## src/sv/cdad_pkg.sv

```systemverilog
package cdad_pkg;

    // upper bound of the year walk
    localparam int MAX_YEAR = 9999;

    // internal year width, never narrower than the 14-bit year fields
    localparam int YEAR_W = ($clog2(MAX_YEAR + 1) > 14) ? $clog2(MAX_YEAR + 1) : 14;

    // leap-year cycle lengths
    localparam int YEAR_CYCLE = 400;
    localparam int CENTURY    = 100;
    localparam int LEAP_STEP  = 4;

    // month lengths
    localparam logic [4:0] DAYS_FEB_LEAP = 5'd29;
    localparam logic [4:0] DAYS_FEB      = 5'd28;
    localparam logic [4:0] DAYS_SHORT    = 5'd30;
    localparam logic [4:0] DAYS_LONG     = 5'd31;

    // month codes
    localparam logic [3:0] MON_JAN = 4'd1;
    localparam logic [3:0] MON_FEB = 4'd2;
    localparam logic [3:0] MON_APR = 4'd4;
    localparam logic [3:0] MON_JUN = 4'd6;
    localparam logic [3:0] MON_SEP = 4'd9;
    localparam logic [3:0] MON_NOV = 4'd11;
    localparam logic [3:0] MON_DEC = 4'd12;

    typedef logic [YEAR_W-1:0] year_t;
    typedef logic [8:0]        cyc_pos_t;

    // leap test from the position of the year within the 400-year cycle
    function automatic logic cdad_is_leap(input cyc_pos_t pos);
        logic by_four;
        by_four = ((pos % LEAP_STEP) == 0);
        cdad_is_leap = (pos == 9'd0) ||
                       (by_four && (pos != 9'(CENTURY)) && (pos != 9'(2 * CENTURY)) &&
                        (pos != 9'(3 * CENTURY)));
    endfunction

    function automatic logic [4:0] cdad_month_len(input logic leap, input logic [3:0] mon);
        logic [4:0] len;
        unique case (mon)
            MON_FEB: len = leap ? DAYS_FEB_LEAP : DAYS_FEB;
            MON_APR, MON_JUN, MON_SEP, MON_NOV: len = DAYS_SHORT;
            default: len = DAYS_LONG;
        endcase
        cdad_month_len = len;
    endfunction

endpackage

```

## src/sv/calendar_date_add_days_core.sv

```systemverilog
// from accept to out_valid a word passes the states reduce, clamp, walk and done, in that order
// the day walk advances one day per cycle, the year reduction subtracts 400 per cycle
// a new word is taken only in idle, so the block takes no new word until the last one has left done
// the result sits in an output register, so a new word is taken while a result waits
// reset (rst_n, async, active low) clears the sequencer and out_valid; data regs are not reset
module calendar_date_add_days_core
    import cdad_pkg::*;
(
    input  logic               clk,
    input  logic               rst_n,
    input  logic               in_valid,
    output logic               in_stall,
    input  logic [13:0]        start_year,
    input  logic [3:0]         start_month,
    input  logic [4:0]         start_day,
    input  logic signed [15:0] day_offset,
    output logic               out_valid,
    input  logic               out_stall,
    output logic [13:0]        result_year,
    output logic [3:0]         result_month,
    output logic [4:0]         result_day,
    output logic               range_error
);

    // sequencer codes
    localparam logic [2:0] ST_IDLE   = 3'd0;  // waiting for a word
    localparam logic [2:0] ST_REDUCE = 3'd1;  // year mod 400 by repeated subtraction
    localparam logic [2:0] ST_CLAMP  = 3'd2;  // clip day to the month length
    localparam logic [2:0] ST_WALK   = 3'd3;  // one day per cycle
    localparam logic [2:0] ST_DONE   = 3'd4;  // hand result to the output register

    localparam year_t    YEAR_MAX   = YEAR_W'(MAX_YEAR);
    localparam year_t    YEAR_ONE   = YEAR_W'(1);
    localparam year_t    YEAR_CYC   = YEAR_W'(YEAR_CYCLE);
    localparam cyc_pos_t CYC_LAST   = 9'(YEAR_CYCLE - 1);

    logic [2:0]  state_reg, state_next;
    year_t       y_reg, y_next;
    // holds year mod 400 once the reduction is done; tracked through the walk
    year_t       rem_reg, rem_next;
    logic [3:0]  m_reg, m_next;
    logic [4:0]  d_reg, d_next;
    logic [15:0] cnt_reg, cnt_next;
    logic        back_reg, back_next;
    logic        err_reg, err_next;

    logic        out_valid_reg, out_valid_next;
    logic [13:0] ry_reg, ry_next;
    logic [3:0]  rm_reg, rm_next;
    logic [4:0]  rd_reg, rd_next;
    logic        re_reg, re_next;

    logic        in_accept;
    logic        out_free;
    year_t       y_in;
    logic [15:0] off_mag;
    cyc_pos_t    cyc_pos;
    logic        leap_cur;
    logic [4:0]  dim_cur;
    logic [4:0]  dim_prev;

    assign in_stall  = (state_reg != ST_IDLE);
    assign in_accept = in_valid && !in_stall;
    // output register can take a new result this cycle
    assign out_free  = !out_valid_reg || !out_stall;

    assign y_in    = YEAR_W'(start_year);
    assign off_mag = day_offset[15] ? (16'd0 - unsigned'(day_offset)) : unsigned'(day_offset);

    // calendar facts for the current date
    assign cyc_pos  = rem_reg[8:0];
    assign leap_cur = cdad_is_leap(cyc_pos);
    assign dim_cur  = cdad_month_len(leap_cur, m_reg);
    assign dim_prev = cdad_month_len(leap_cur, m_reg - 4'd1);

    always_comb
    begin
        state_next     = state_reg;
        y_next         = y_reg;
        rem_next       = rem_reg;
        m_next         = m_reg;
        d_next         = d_reg;
        cnt_next       = cnt_reg;
        back_next      = back_reg;
        err_next       = err_reg;
        ry_next        = ry_reg;
        rm_next        = rm_reg;
        rd_next        = rd_reg;
        re_next        = re_reg;
        out_valid_next = out_valid_reg && out_stall;

        unique case (state_reg)
            ST_IDLE:
            begin
                if (in_accept)
                begin
                    // clip the starting year and month into range
                    if (y_in < YEAR_ONE)
                        y_next = YEAR_ONE;
                    else if (y_in > YEAR_MAX)
                        y_next = YEAR_MAX;
                    else
                        y_next = y_in;
                    rem_next = y_next;
                    if (start_month < MON_JAN)
                        m_next = MON_JAN;
                    else if (start_month > MON_DEC)
                        m_next = MON_DEC;
                    else
                        m_next = start_month;
                    d_next     = start_day;
                    cnt_next   = off_mag;
                    back_next  = day_offset[15];
                    err_next   = 1'b0;
                    state_next = ST_REDUCE;
                end
            end
            ST_REDUCE:
            begin
                if (rem_reg >= YEAR_CYC)
                    rem_next = rem_reg - YEAR_CYC;
                else
                    state_next = ST_CLAMP;
            end
            ST_CLAMP:
            begin
                if (d_reg == 5'd0)
                    d_next = 5'd1;
                else if (d_reg > dim_cur)
                    d_next = dim_cur;
                state_next = ST_WALK;
            end
            ST_WALK:
            begin
                if (cnt_reg == 16'd0)
                    state_next = ST_DONE;
                else
                begin
                    cnt_next = cnt_reg - 16'd1;
                    if (!back_reg)
                    begin
                        priority if (d_reg < dim_cur)
                            d_next = d_reg + 5'd1;
                        else if (m_reg < MON_DEC)
                        begin
                            m_next = m_reg + 4'd1;
                            d_next = 5'd1;
                        end
                        else if (y_reg < YEAR_MAX)
                        begin
                            y_next   = y_reg + YEAR_ONE;
                            m_next   = MON_JAN;
                            d_next   = 5'd1;
                            rem_next = (cyc_pos == CYC_LAST) ? '0 :
                                       YEAR_W'(cyc_pos + 9'd1);
                        end
                        else
                        begin
                            // top of the year range: park on the last day
                            err_next   = 1'b1;
                            state_next = ST_DONE;
                        end
                    end
                    else
                    begin
                        priority if (d_reg > 5'd1)
                            d_next = d_reg - 5'd1;
                        else if (m_reg > MON_JAN)
                        begin
                            m_next = m_reg - 4'd1;
                            d_next = dim_prev;
                        end
                        else if (y_reg > YEAR_ONE)
                        begin
                            y_next   = y_reg - YEAR_ONE;
                            m_next   = MON_DEC;
                            d_next   = DAYS_LONG;
                            rem_next = (cyc_pos == 9'd0) ? YEAR_W'(CYC_LAST) :
                                       YEAR_W'(cyc_pos - 9'd1);
                        end
                        else
                        begin
                            // bottom of the year range: park on 1 january of year 1
                            err_next   = 1'b1;
                            state_next = ST_DONE;
                        end
                    end
                end
            end
            ST_DONE:
            begin
                if (out_free)
                begin
                    ry_next        = y_reg[13:0];
                    rm_next        = m_reg;
                    rd_next        = d_reg;
                    re_next        = err_reg;
                    out_valid_next = 1'b1;
                    state_next     = ST_IDLE;
                end
            end
            default:
            begin
                state_next = ST_IDLE;
            end
        endcase
    end

    always_ff @(posedge clk or negedge rst_n)
    begin
        if (!rst_n)
        begin
            state_reg     <= ST_IDLE;
            out_valid_reg <= 1'b0;
        end
        else
        begin
            state_reg     <= state_next;
            out_valid_reg <= out_valid_next;
        end
    end

    always_ff @(posedge clk)
    begin
        y_reg    <= y_next;
        rem_reg  <= rem_next;
        m_reg    <= m_next;
        d_reg    <= d_next;
        cnt_reg  <= cnt_next;
        back_reg <= back_next;
        err_reg  <= err_next;
        ry_reg   <= ry_next;
        rm_reg   <= rm_next;
        rd_reg   <= rd_next;
        re_reg   <= re_next;
    end

    assign out_valid    = out_valid_reg;
    assign result_year  = ry_reg;
    assign result_month = rm_reg;
    assign result_day   = rd_reg;
    assign range_error  = re_reg;

`ifndef SYNTH
    // date stays a real calendar date while walking
    a_day_in_month: assert property (@(posedge clk) disable iff (!rst_n)
        (state_reg == ST_WALK) |-> (d_reg >= 5'd1) && (d_reg <= dim_cur))
        else $error("day outside month during walk");

    a_month_range: assert property (@(posedge clk) disable iff (!rst_n)
        (state_reg == ST_WALK) |-> (m_reg >= MON_JAN) && (m_reg <= MON_DEC))
        else $error("month out of range during walk");

    a_year_range: assert property (@(posedge clk) disable iff (!rst_n)
        (state_reg == ST_WALK) |-> (y_reg >= YEAR_ONE) && (y_reg <= YEAR_MAX) &&
                                   (rem_reg < YEAR_CYC))
        else $error("year or cycle position out of range during walk");

    // a finished word reaches the output register once it is free
    a_done_loads: assert property (@(posedge clk) disable iff (!rst_n)
        (state_reg == ST_DONE) && out_free |=> out_valid && (state_reg == ST_IDLE))
        else $error("result not delivered from done");
`endif

endmodule

```

## config.mk

```make
export PLATFORM = sky130hd
export DESIGN_NAME = calendar_date_add_days_core
export DESIGN_NICKNAME = d
export VERILOG_FILES = /design/src/sv/cdad_pkg.sv /design/src/sv/calendar_date_add_days_core.sv
export SDC_FILE = /design/constraint.sdc
export NUM_CORES = 1
export LEC_CHECK = 0
export BUFFER_PORTS_ARGS = -buffer_cell sky130_fd_sc_hd__buf_4
export CAP_MARGIN = 10
export CORE_MARGIN = 1
export CORE_UTILIZATION = 54
export CTS_CLUSTER_SIZE = 25
export DETAILED_ROUTE_END_ITERATION = 12
export GPL_ROUTABILITY_DRIVEN = 0
export PLACE_DENSITY = 0.89
export SLEW_MARGIN = 20
export SYNTH_ARGS = -nofsm -noshare
export SYNTH_HDL_FRONTEND = slang
export SYNTH_SLANG_ARGS = --single-unit
```

## constraint.sdc

```tcl
create_clock -name clk -period 4.2 [get_ports clk]
set_input_delay 0.42 -clock clk [delete_from_list [all_inputs] [get_ports clk]]
set_output_delay 0.42 -clock clk [all_outputs]
set_load 0.01 [all_outputs]
```

* Yosys cells after proc, flatten, opt, wreduce, memory -nomap -nowiden
Index checks and enable logic that the tools add are counted.
** Word-level totals
- Logic and storage cells :: 187
- Register bits :: 83
- Input port bits :: 43
** Cells by class
- Add/sub/neg operators :: 11
- Mux-type cells :: 79
- $lt $le $gt $ge :: 12
- Eq/ne operators :: 42
- Reductions and logical operators :: 30
** Operator list (number)
- $mux W14 :: 21
- $mux W5 :: 11
- $mux W16 :: 3
- $mux W4 :: 11
- $pmux W14 S3 :: 1
- $mux W3 :: 11
- $logic_not A32 Y1 :: 1
- $ne A4 B4 Y1 const B :: 8
- $pmux W16 S2 :: 1
- $pmux W14 S2 :: 1
- $ne A3 B3 Y1 const B :: 9
- $reduce_and A9 Y1 :: 3
- $eq A4 B3 Y1 const B :: 4
- $eq A4 B4 Y1 const B :: 4
- $logic_not A16 Y1 :: 1
- $sub A1 B16 Y16 const A :: 1
- $sub A16 B1 Y16 const B :: 1
- $pmux W3 S5 :: 1
- $pmux W5 S3 :: 1
- $add A14 B1 Y14 const B :: 1
- $ge A14 B9 Y1 const B :: 1
- $gt A14 B1 Y1 const B :: 1
- $gt A14 B14 Y1 const B :: 1
- $lt A14 B1 Y1 const B :: 1
- 45 further kinds :: 75

* Longest topological paths before layout
Gate-level depths: netlist of run 1.
- Word-level depth :: 12
- Depth in mapped cells :: 14
- Mapped depth without buffers :: 13

* Least setup slack after synthesis of run 1
No wires, ideal clock.
- Path kind :: register -> register
- From :: register rem_reg[4]
- To :: register rem_reg[10], enable pin
- Stages on the path, launching flop included :: 14
- Clock period less this slack :: 4.183 ns
- Data required time :: 3.853 ns
- Arrival time :: 3.837 ns
- Path slack :: 0.017 ns
- Cell sequence :: edfxtp_1 -> clkbuf_1 -> inv_1 -> ha_1 -> nand2_1 -> or4_1 -> nand3_1 -> a311oi_1 -> ha_1 -> nand2b_1 -> a2111oi_0 -> a211oi_2 -> nor4_2 -> nand2b_1
** Between the ends
- Word-level cells in the longest chain between the ends :: 10
- Elaborated cells between the ends (all ways) :: 15
- Those cells by class :: 2 x order compare; 5 x eq/ne; 2 x mux; 6 x reduce/logical
** RTL lines
- start, declared :: RTL line calendar_date_add_days_core.sv:40 : year_t rem_reg, rem_next;
- start signal, assigned :: RTL line calendar_date_add_days_core.sv:226 : rem_reg <= rem_next;
- $ne A9 B7 Y1 :: RTL line cdad_pkg.sv:37 : (by_four && (pos != 9'(CENTURY)) && (pos != 9'(2 * CENTURY)) &&
- $logic_and A1 B1 Y1 (3 in a row) :: RTL line cdad_pkg.sv:37
- $logic_or A1 B1 Y1 :: RTL line cdad_pkg.sv:36 : cdad_is_leap = (pos == 9'd0) ||
- $mux W1 :: RTL line cdad_pkg.sv:44 : MON_FEB: len = leap ? DAYS_FEB_LEAP : DAYS_FEB;
- $pmux W2 S2 :: RTL line cdad_pkg.sv:43 : unique case (mon)
- $lt A5 B5 Y1 :: RTL line calendar_date_add_days_core.sv:142 : priority if (d_reg < dim_cur)
- $ne A3 B3 Y1 (no line)
- $reduce_and A10 Y1 (no line) *
Every way passes the cells marked *; elsewhere a longest branch is shown, timed or not.
A chain may end at the register's enable or synchronous reset.

* Worst setup path in the final report of run 1
- From :: register rem_reg[5]
- To :: register rem_reg[13], enable pin
The elaborated chain is that of the path after synthesis.

==> impl_metrics.tcl, run 1 <==
set metrics [dict create \
    finalHoldViolCount 0 \
    ys_ff_latch 83 \
    place_inst 810 \
    yosysUniqueCellTypes 76 \
    yosysTopAreaCellShare_pct 40.13 \
    start_util_pct 56.51 \
    hpwl_mm 10.47 \
    syn_avg_cell_area_um2 9.384 \
    r2r_start "rem_reg[5]" \
    ctsRootBufferMaster "clkbuf_8" \
    relSlewSlack_pct 47.87 \
    core_area_mm2 0.01046 \
    largest_reg_flops 16 \
    yosysTopAreaCell "edfxtp_1" \
    vias 5300 \
    fin_skew_ps 12.03 \
    clk_pin_slew_worst_paths_ps 90 \
    drive_above_1_share_pct 16.06 \
    cap_violations 0 \
    gr-total-overflow 0 \
    fin_crit_ps 3895 \
    ff2ff_path_depth 12 \
    cts_tree "done" \
    synth_ff_type "edfxtp_1" \
    clkLatencyLatePin_ps 380 \
    syn_to_final_growth_pct 13.12 \
    synthCells 630 \
    fin_setup_tns_ps 0 \
    num_rows 37 \
    synth_area_mm2 0.005912 \
    r2r_setup_slack_ps 300 \
    drt_first_pass_iters 5 \
    switching_share_pct 23.33 \
    power_density_mw_per_mm2 224.0 \
    hold_end "out_valid" \
    drt_iter0_markers 643 \
    min_path_cells 3 \
    cts_made_buffers 9 \
    track_usage_pct 27.04 \
    required_ps 4230 \
    instances_no_fill 827 \
    antenna_found_initial 0 \
    die_x_um 106.6 \
    drtAntennaViolNets 0 \
    ctsResizeCount 0 \
    p_int_w 0.001148 \
    setup_viol_count_final 0 \
    yosysMostFrequentCell "edfxtp_1" \
    seq_area_frac_synth_pct 41.82 \
    nFillCells 808 \
    fin_crit_sh_pct 92.75 \
    viasPerCell 6.409 \
    grt_pass1_vias 5046 \
    rsz0062_at_grt "no" \
    p_sw_w 0.0003494 \
    async_flop_share_pct 4.819 \
    worstReg2RegEnd "rem_reg[13]" \
    remaining_drc_errors 0 \
    maxSlewViolCount 0 \
    hold_buffers 1 \
    cts.sinks 83 \
    diodes 0 \
    routed_wl_mm 14.56 \
    worst_pin_slew_ps 775.9 \
    worstHoldStart "out_stall" \
    ir_worst_vdd_mv 0.1190 \
    cp_max_fo 10 \
    yosys_warnings 0 \
    ioPinCount 69 \
    worstPathArrival_ps 3920 \
    synth_edf_count 79 \
    fin_ws_ps 304.7 \
    outcome "finished, final reports clean" \
    cts_max_path_buffers 2 \
    grt_max_degree 38 \
    hp-class "in -> reg" \
    syn_nets 697 \
    slowest_delay_ps 530 \
    pre_cts_ws_ps 340.3 \
    dieArea_mm2 0.01137 \
    path_cells "inv_1 -> ha_1 -> nand2_1 -> or4_1 -> nand3_1 -> a311oi_1 -> ha_1 -> nand2b_1 -> a2111oi_0 -> a211oi_2 -> nor4_2 -> nand2b_1" \
    seqPwrFrac_pct 59.6 \
    wl_per_cell_um 17.61 \
    crit_start "rem_reg[5]" \
    layout.nets 753 \
    combPwrFrac_pct 5.5 \
    synth_commonest_cells "79 x edfxtp_1, 66 x nand2_1, 57 x nor2_1" \
    p_leak_nw 2.531 \
    ctsHtreeMaxLevel 3 \
    finalPower_w 0.001498 \
    grt_pass1_wl_mm 24.27 \
    port_buffers 68 \
    cts_setup_buffers 0 \
    worstSetupEndpointType "register" \
    fmax_ghz 0.2567 \
    worstSetupStartpointType "register" \
    critPathSlowestCell "a2111oi_0" \
    critPathKind "reg -> reg" \
    fp.dieH_um 106.6 \
    synth_area_leaders "edfxtp_1 40%, ha_1 5.1%, xnor2_1 4.6%" \
    p_clk_share_pct 34.9 \
]
[stage by stage]
stage	hold WS [ps]	util (%)	instance area, um^2
6_report	273.3	63.92	6688
5_1_grt	302.6	63.92	6688
4_1_cts	280.5	63.92	6688
3_5_place_dp	219.9	62.27	6515
3_3_place_gp	218.0	62.27	6515
2_1_floorplan	124.4	-	5912
[power groups by stage]
stage          combinational [W]  clock (W)  sequential [W]
2_1_floorplan          0.0000315          0        0.000912
6_report               0.0000819   0.000523        0.000893
5_1_grt                0.0000893   0.000553        0.000893
3_5_place_dp           0.0000795          0        0.000912
4_1_cts                0.0000810   0.000521        0.000893
3_3_place_gp           0.0000774          0        0.000912
[cell usage in the layout (no fill, tap or decap), drive strengths merged, types with 11 or more instances in the layout]
| cell type | count |
|---|---|
| edfxtp | 79 |
| nor3 | 24 |
| nor4 | 13 |
| inv | 22 |
| nor2 | 57 |
| nand2 | 66 |
| nand3 | 25 |
| xor2 | 30 |
| a31oi | 11 |
| ha | 24 |
| o21ai | 36 |
| buf | 76 |
| clkbuf | 12 |
| xnor2 | 31 |
| a21oi | 36 |
[how the worst max path moves through the flow]
stage	endpoint	slack, ps	cells after the start
finish	rem_reg[13]	300	12
global route	rem_reg[13]	110	12
CTS	rem_reg[13]	320	12
detailed placement	rem_reg[11]	340	12
global placement	rem_reg[11]	500	12
floorplan	rem_reg[10]	20	13
[kinds of logic (layout without fill, tap and decap cells)]
| logic type | Yosys count | after routing | synth area share, % |
|---|---|---|---|
| simple gates | 254 | 254 | 22.58 |
| compound gates | 145 | 145 | 16.28 |
| flops | 83 | 83 | 41.82 |
| xor+xnor | 61 | 61 | 9.037 |
| buf+inv | 55 | 116 | 3.852 |
| fa+ha+maj | 24 | 24 | 5.079 |
| mux | 8 | 8 | 1.355 |
[cell type report]
cell class                      count  area (um^2)  area share (%)
Tap cell                          136        170.2           2.544
Sequential cell                    83         2472           36.97
Multi-Input combinational cell    492         3216           48.08
Inverter                           23        86.33           1.291
Clock inverter                      4        27.53          0.4116
Timing Repair Buffer               77        580.6           8.681
Clock buffer                       12        135.1           2.021
[layer usage]
layer  share of wire, %  wire [um]  vias up  track usage, %
li1                   -          -     2439               -
met4                3.9        563        0           15.36
met2                 48       6921      344           43.27
met1                 39       5706     2450           34.68
met5                  0          0        -               0
met3                9.4       1369       67           4.620
[critical path: cells and delay by family, from the launching register on]
| kind | cells | cell delay (ps) |
|---|---|---|
| adder cells (fa/ha/maj) | 2 | 480 |
| flip-flops | 1 | 510 |
| buffers and inverters | 1 | 200 |
| AO/OA/AOI/OAI | 3 | 810 |
| AND/OR/NAND/NOR | 6 | 1550 |
(Power assumes the default switching activity.)
==> inputs of run 2 (changes only) <==
==> constraint.sdc (replaced) <==
create_clock -name clk -period 4.2 [get_ports clk]
set_input_delay 0.63 -clock clk [delete_from_list [all_inputs] [get_ports clk]]
set_output_delay 0.63 -clock clk [all_outputs]
set_load 0.01 [all_outputs]
==> run 2 against run 1 <==
Compared with the run above: maximum frequency fell by 1.1%; first-iteration DRC count rose by 4.7%; design area fell by 0.15%; combinational power fell by 0.9%; worst hold slack got worse by 260 ps; critical endpoint unchanged; largest power group unchanged.
==> impl_metrics.tcl, run 2 (same netlist as run 1, synthesis figures left out) <==
set metrics [dict create \
    clk_pin_slew_worst_paths_ps 90 \
    gr-total-overflow 0 \
    hold-worst-slack_ps 12.17 \
    fp.dieH_um 106.6 \
    critPathKind "reg -> reg" \
    cap_violations 0 \
    drt_first_pass_iters 6 \
    ctsResizeCount 0 \
    power_density_mw_per_mm2 225.0 \
    cts.sinks 83 \
    vias 5308 \
    worst_pin_slew_ps 761.4 \
    fmax_ghz 0.2538 \
    worstSetupEndpointType "register" \
    viasPerCell 6.426 \
    stdcell_area_mm2 0.006678 \
    dieArea_mm2 0.01137 \
    largest_reg_flops 16 \
    rsz0062_at_grt "no" \
    r2r_start "rem_reg[5]" \
    routed_wl_mm 14.58 \
    ir_worst_vdd_mv 0.1189 \
    syn_to_final_growth_pct 12.95 \
    track_usage_pct 26.99 \
    cts_max_path_buffers 2 \
    fin_crit_ps 3940 \
    layout.nets 752 \
    maxSlewViolCount 0 \
    grt_pass1_vias 5040 \
    worstSetupStartpointType "register" \
    grt_pass1_wl_mm 24.22 \
    fin_crit_sh_pct 93.81 \
    cts_made_buffers 9 \
    hp-class "in -> async" \
    clkLatencyLatePin_ps 390 \
    p_clk_share_pct 35.2 \
    drt_iter0_markers 673 \
    drive_above_1_share_pct 16.09 \
    finalHoldViolCount 0 \
    core_area_mm2 0.01046 \
    ff2ff_path_depth 12 \
    p_sw_w 0.0003550 \
    fin_skew_ps 13.28 \
    antenna_found_initial 0 \
    remaining_drc_errors 0 \
    outcome "finished, final reports clean" \
    worstPathArrival_ps 3980 \
    seqPwrFrac_pct 59.4 \
    cts_tree "done" \
    p_leak_nw 2.527 \
    combPwrFrac_pct 5.4 \
    port_buffers 68 \
    relSlewSlack_pct 48.85 \
    fin_setup_tns_ps 0 \
    placed_area_mm2 0.006515 \
    ctsRootBufferMaster "clkbuf_8" \
    fin_util_pct 63.82 \
    required_ps 4240 \
    grt_max_degree 38 \
    hold_buffers 0 \
    num_rows 37 \
    p_int_w 0.001148 \
    switching_share_pct 23.62 \
    worstReg2RegEnd "rem_reg[13]" \
    start_util_pct 56.51 \
    wl_per_cell_um 17.65 \
    hpwl_mm 10.47 \
    diodes 0 \
    cp_max_fo 10 \
    setup_viol_count_final 0 \
    final_cell_mix "79 x edfxtp_1, 76 x buf_4, 66 x nand2_1, 57 x nor2_1, 35 x a21oi_1" \
    die_x_um 106.6 \
    r2r_setup_slack_ps 260 \
    ctsHtreeMaxLevel 3 \
    ioPinCount 69 \
    mostFrequentLayoutCell "edfxtp_1" \
    drtAntennaViolNets 0 \
    cts_setup_buffers 0 \
]
run 2: changes by cell type in the layout (fill, tap and decap cells not counted):
cell           before  now
dlygate4sd3_1       1    0
run 2: power by group through the flow:
stage	sequential [W]	clock, W	combinational (W)
finish	0.000893	0.000529	0.0000812
global route	0.000893	0.000553	0.0000885
detailed placement	0.000912	0	0.0000795
floorplan	0.000912	0	0.0000315
CTS	0.000893	0.000521	0.0000802
global placement	0.000912	0	0.0000774
run 2: worst max-delay path, cell delays in order (launching register included):
cell       delay, ps
edfxtp_1         510
inv_1            200
ha_1             270
nand2_1           60
or4_1            390
nand3_1          170
a311oi_1         150
ha_1             200
nand2b_1         160
a2111oi_0        530
a211oi_2         140
nor4_2           310
nand2b_1         470
run 2: routing by layer:
layer	wire, um	track usage, %
met1	5684	34.68
met2	6932	43.13
met3	1340	4.559
met4	620	15.36
met5	0	0
run 2: how the worst max path moves through the flow:
stage          startpoint          end  depth (start not counted)  slack, ps
3_5_place_dp   rem_reg[5]  rem_reg[11]                         12        340
5_1_grt        rem_reg[5]  rem_reg[13]                         12        110
2_1_floorplan  rem_reg[4]  rem_reg[10]                         13         20
3_3_place_gp   rem_reg[5]  rem_reg[11]                         12        500
6_report       rem_reg[5]  rem_reg[13]                         12        260
4_1_cts        rem_reg[5]  rem_reg[13]                         12        320
run 2: layout make-up:
cell class                 instances  area [um^2]
clock inverter                     4        27.53
multi-input combinational        492         3216
clock buffer                      12        135.1
timing repair buffer              76        570.5
sequential                        83         2472
inverter                          23        86.33
fill                             811         3785
tap                              136        170.2
run 2: stage by stage:
stage                     power [W]  std cells  setup slack (ps)
after floorplan           0.0009431        630             16.63
after global placement    0.0009891        810             502.4
after detailed placement  0.0009913        810             340.3
after CTS                  0.001494        826             317.6
after global routing       0.001535        826             114.5
final                      0.001503        826             259.9
==> inputs of run 3 (changes only) <==
- ABC_AREA: unset -> 1
- CORE_UTILIZATION: 54 -> 55
- PLACE_DENSITY: 0.89 -> 0.87
- clock period: 4.2 -> 5.09 ns (I/O delays scaled with it)
==> run 3 against run 2 <==
Compared with the run above: sequential cell count unchanged; sequential share of layout area down 1.7 points; global-route usage down 0.45 points; via count up 11%; critical endpoint is now y_reg[5]; die area up 2.4%; final cell count up 27%; combinational power rose to 26 times the previous value; design area up 4.8%; largest power group is now combinational logic; largest cell class unchanged; critical path depth up 9; worst setup slack better by 1300 ps; core utilization up 0.47 points.
==> impl_metrics.tcl, run 3 <==
set metrics [dict create \
    die_x_um 107.9 \
    num_rows 38 \
    syn_to_final_growth_pct 13.44 \
    yosysTopAreaCellShare_pct 38.44 \
    fin_skew_ps 13.00 \
    start_util_pct 56.68 \
    cts_tree "done" \
    syn_nets 909 \
    diodes 0 \
    rsz0062_at_grt "no" \
    synth_commonest_cells "220 x nand2_1, 104 x inv_1, 99 x nor2_1" \
    hold-worst-slack_ps 178.2 \
    largest_reg_flops 16 \
    hold_buffers 0 \
    remaining_drc_errors 0 \
    synth_xor_xnor_area_share_pct 4.400 \
    synth_area_leaders "edfxtp_1 38%, nand2_1 13%, nand3_1 6.5%" \
    cap_violations 0 \
    fin_crit_sh_pct 69.88 \
    setup_viol_count_final 0 \
    port_buffers 68 \
    drtAntennaViolNets 0 \
    core_area_mm2 0.01089 \
    vias 5905 \
    async_flop_share_pct 4.819 \
    cp_max_fo 14 \
    grt_max_degree 45 \
    antenna_found_initial 0 \
    mostFrequentLayoutCell "nand2_1" \
    hp-class "in -> async" \
    fmax_ghz 0.2811 \
    final_cell_mix "220 x nand2_1, 104 x inv_1, 98 x nor2_1, 80 x nand3_1, 79 x edfxtp_1" \
    grt_pass1_vias 5473 \
    synth_edf_count 79 \
    yosysUniqueCellTypes 41 \
    outcome "finished, final reports clean" \
    yosys.area_share.simple_pct 31.37 \
    synthAdderAreaFrac_pct 4.866 \
    nFillCells 936 \
    synthMuxAreaShare_pct 0.1622 \
    finalHoldViolCount 0 \
    fin_setup_tns_ps 0 \
    cts_max_path_buffers 2 \
    fin_util_pct 64.30 \
    drive_above_1_share_pct 11.78 \
    clk_pin_slew_worst_paths_ps 90 \
    ir_worst_vdd_mv 0.2931 \
    worstSetupEndpointType "register" \
    cts.sinks 83 \
    drt_iter0_markers 568 \
    hpwl_mm 11.13 \
    p_leak_nw 3.200 \
    syn_avg_cell_area_um2 7.329 \
    synth_top_family_by_area "simple AND/OR/NAND/NOR gates" \
    grt_pass1_wl_mm 24.31 \
    track_usage_pct 26.54 \
    maxSlewViolCount 0 \
    yosys_warnings 0 \
    worstPathArrival_ps 3550 \
    dieArea_mm2 0.01165 \
    yosysTopAreaCell "edfxtp_1" \
    yosysMostFrequentCell "nand2_1" \
    required_ps 5080 \
    cts_made_buffers 9 \
    ctsHtreeMaxLevel 3 \
    power_density_mw_per_mm2 605.6 \
    ioPinCount 69 \
    gr-total-overflow 0 \
    synthCells 842 \
    worst_pin_slew_ps 1067 \
    synth_area_mm2 0.006171 \
    relSlewSlack_pct 28.63 \
    drt_first_pass_iters 6 \
    fin_crit_ps 3557 \
    critPathKind "reg -> reg" \
    worstSetupStartpointType "register" \
    routed_wl_mm 14.88 \
    layout.nets 970 \
    wl_per_cell_um 14.20 \
    clkLatencyLatePin_ps 370 \
    seq_area_frac_synth_pct 40.06 \
    synth_compound_area_share_pct 10.73 \
    cts_setup_buffers 0 \
    viasPerCell 5.635 \
    ctsResizeCount 0 \
    ctsRootBufferMaster "clkbuf_8" \
    ys_ff_latch 83 \
    fp.dieH_um 107.9 \
    synth_ff_type "edfxtp_1" \
]
==> run 3: cell types whose count changed after synthesis, sizes merged, moves of 9 or more <==
cell,before,now
a21oi,36,27
inv,22,112
nand2,66,221
nand3,25,82
nand4,2,17
nor2,57,103
nor2b,10,0
nor4,13,2
o21ai,36,67
xnor2,31,7
==> run 3: cell families after synthesis <==
logic type / after synthesis
muxes: 1
adders and majority gates: 24
buffers and inverters: 133
DFF: 83
xor gates and xnor gates: 31
and+or+nand+nor: 450
AOI/OAI and AO/OA: 120
==> run 3: worst max-delay path: stages, from the launching register on <==
cell and delay (ps):
edfxtp_1 460, inv_1 260, ha_1 240, inv_1 40, nor2_1 110, nand4_1 90
nand2_1 70, inv_1 30, nand2_1 110, nand2_1 60, nand2_1 80, inv_1 50
ha_1 160, inv_1 50, nand2_1 40, nand2_1 50, nand2_1 80, nand2_1 70
nand2_1 60, nor2_1 90, nand4_1 140, nor2_1 830
==> run 3: final timing paths <==
check                                start           end  slack, ps  cells after the start
max in group asynchronous            rst_n  state_reg[0]       4800                      1
worst max-delay path            rem_reg[5]      y_reg[5]       1530                     21
min in group clk                   err_reg   range_error        450                      0
worst min register to register     err_reg   range_error        450                      0
worst max register to register  rem_reg[5]      y_reg[5]       1530                     21
worst min-delay path                 rst_n     out_valid        180                      1
==> run 3: layer usage <==
metal,share of wire (%),GRT usage [%]
met5,0,0
met2,47,45.15
met3,7.6,3.753
met4,3.4,12.92
met1,42,33.08
==> run 3: report_power, final <==
group / switching, W / internal, W
clock: 0.000252 / 0.000277
sequential: 0.000318 / 0.00126
combinational: 0.00145 / 0.000689
==> run 3: through the flow <==
stage | instances | area (um^2) | power [W] | worst slack, ps
floorplan | 842 | 6171 | 0.003100 | 2070
global placement | 1032 | 6783 | 0.003596 | 1731
detailed placement | 1032 | 6783 | 0.003656 | 1617
CTS | 1048 | 7000 | 0.004189 | 1600
global route | 1048 | 7000 | 0.004575 | 1107
finish | 1048 | 7000 | 0.004239 | 1533
==> run 3: area by class of cell <==
| class | instances | area (um^2) | share of cell area (%) |
|---|---|---|---|
| multi-input combinational | 626 | 3182 | 45.45 |
| tap | 140 | 175.2 | 2.502 |
| timing repair buffer | 71 | 533.0 | 7.614 |
| inverter | 112 | 420.4 | 6.005 |
| sequential | 83 | 2472 | 35.32 |
| clock buffer | 10 | 127.6 | 1.823 |
| clock inverter | 6 | 90.09 | 1.287 |
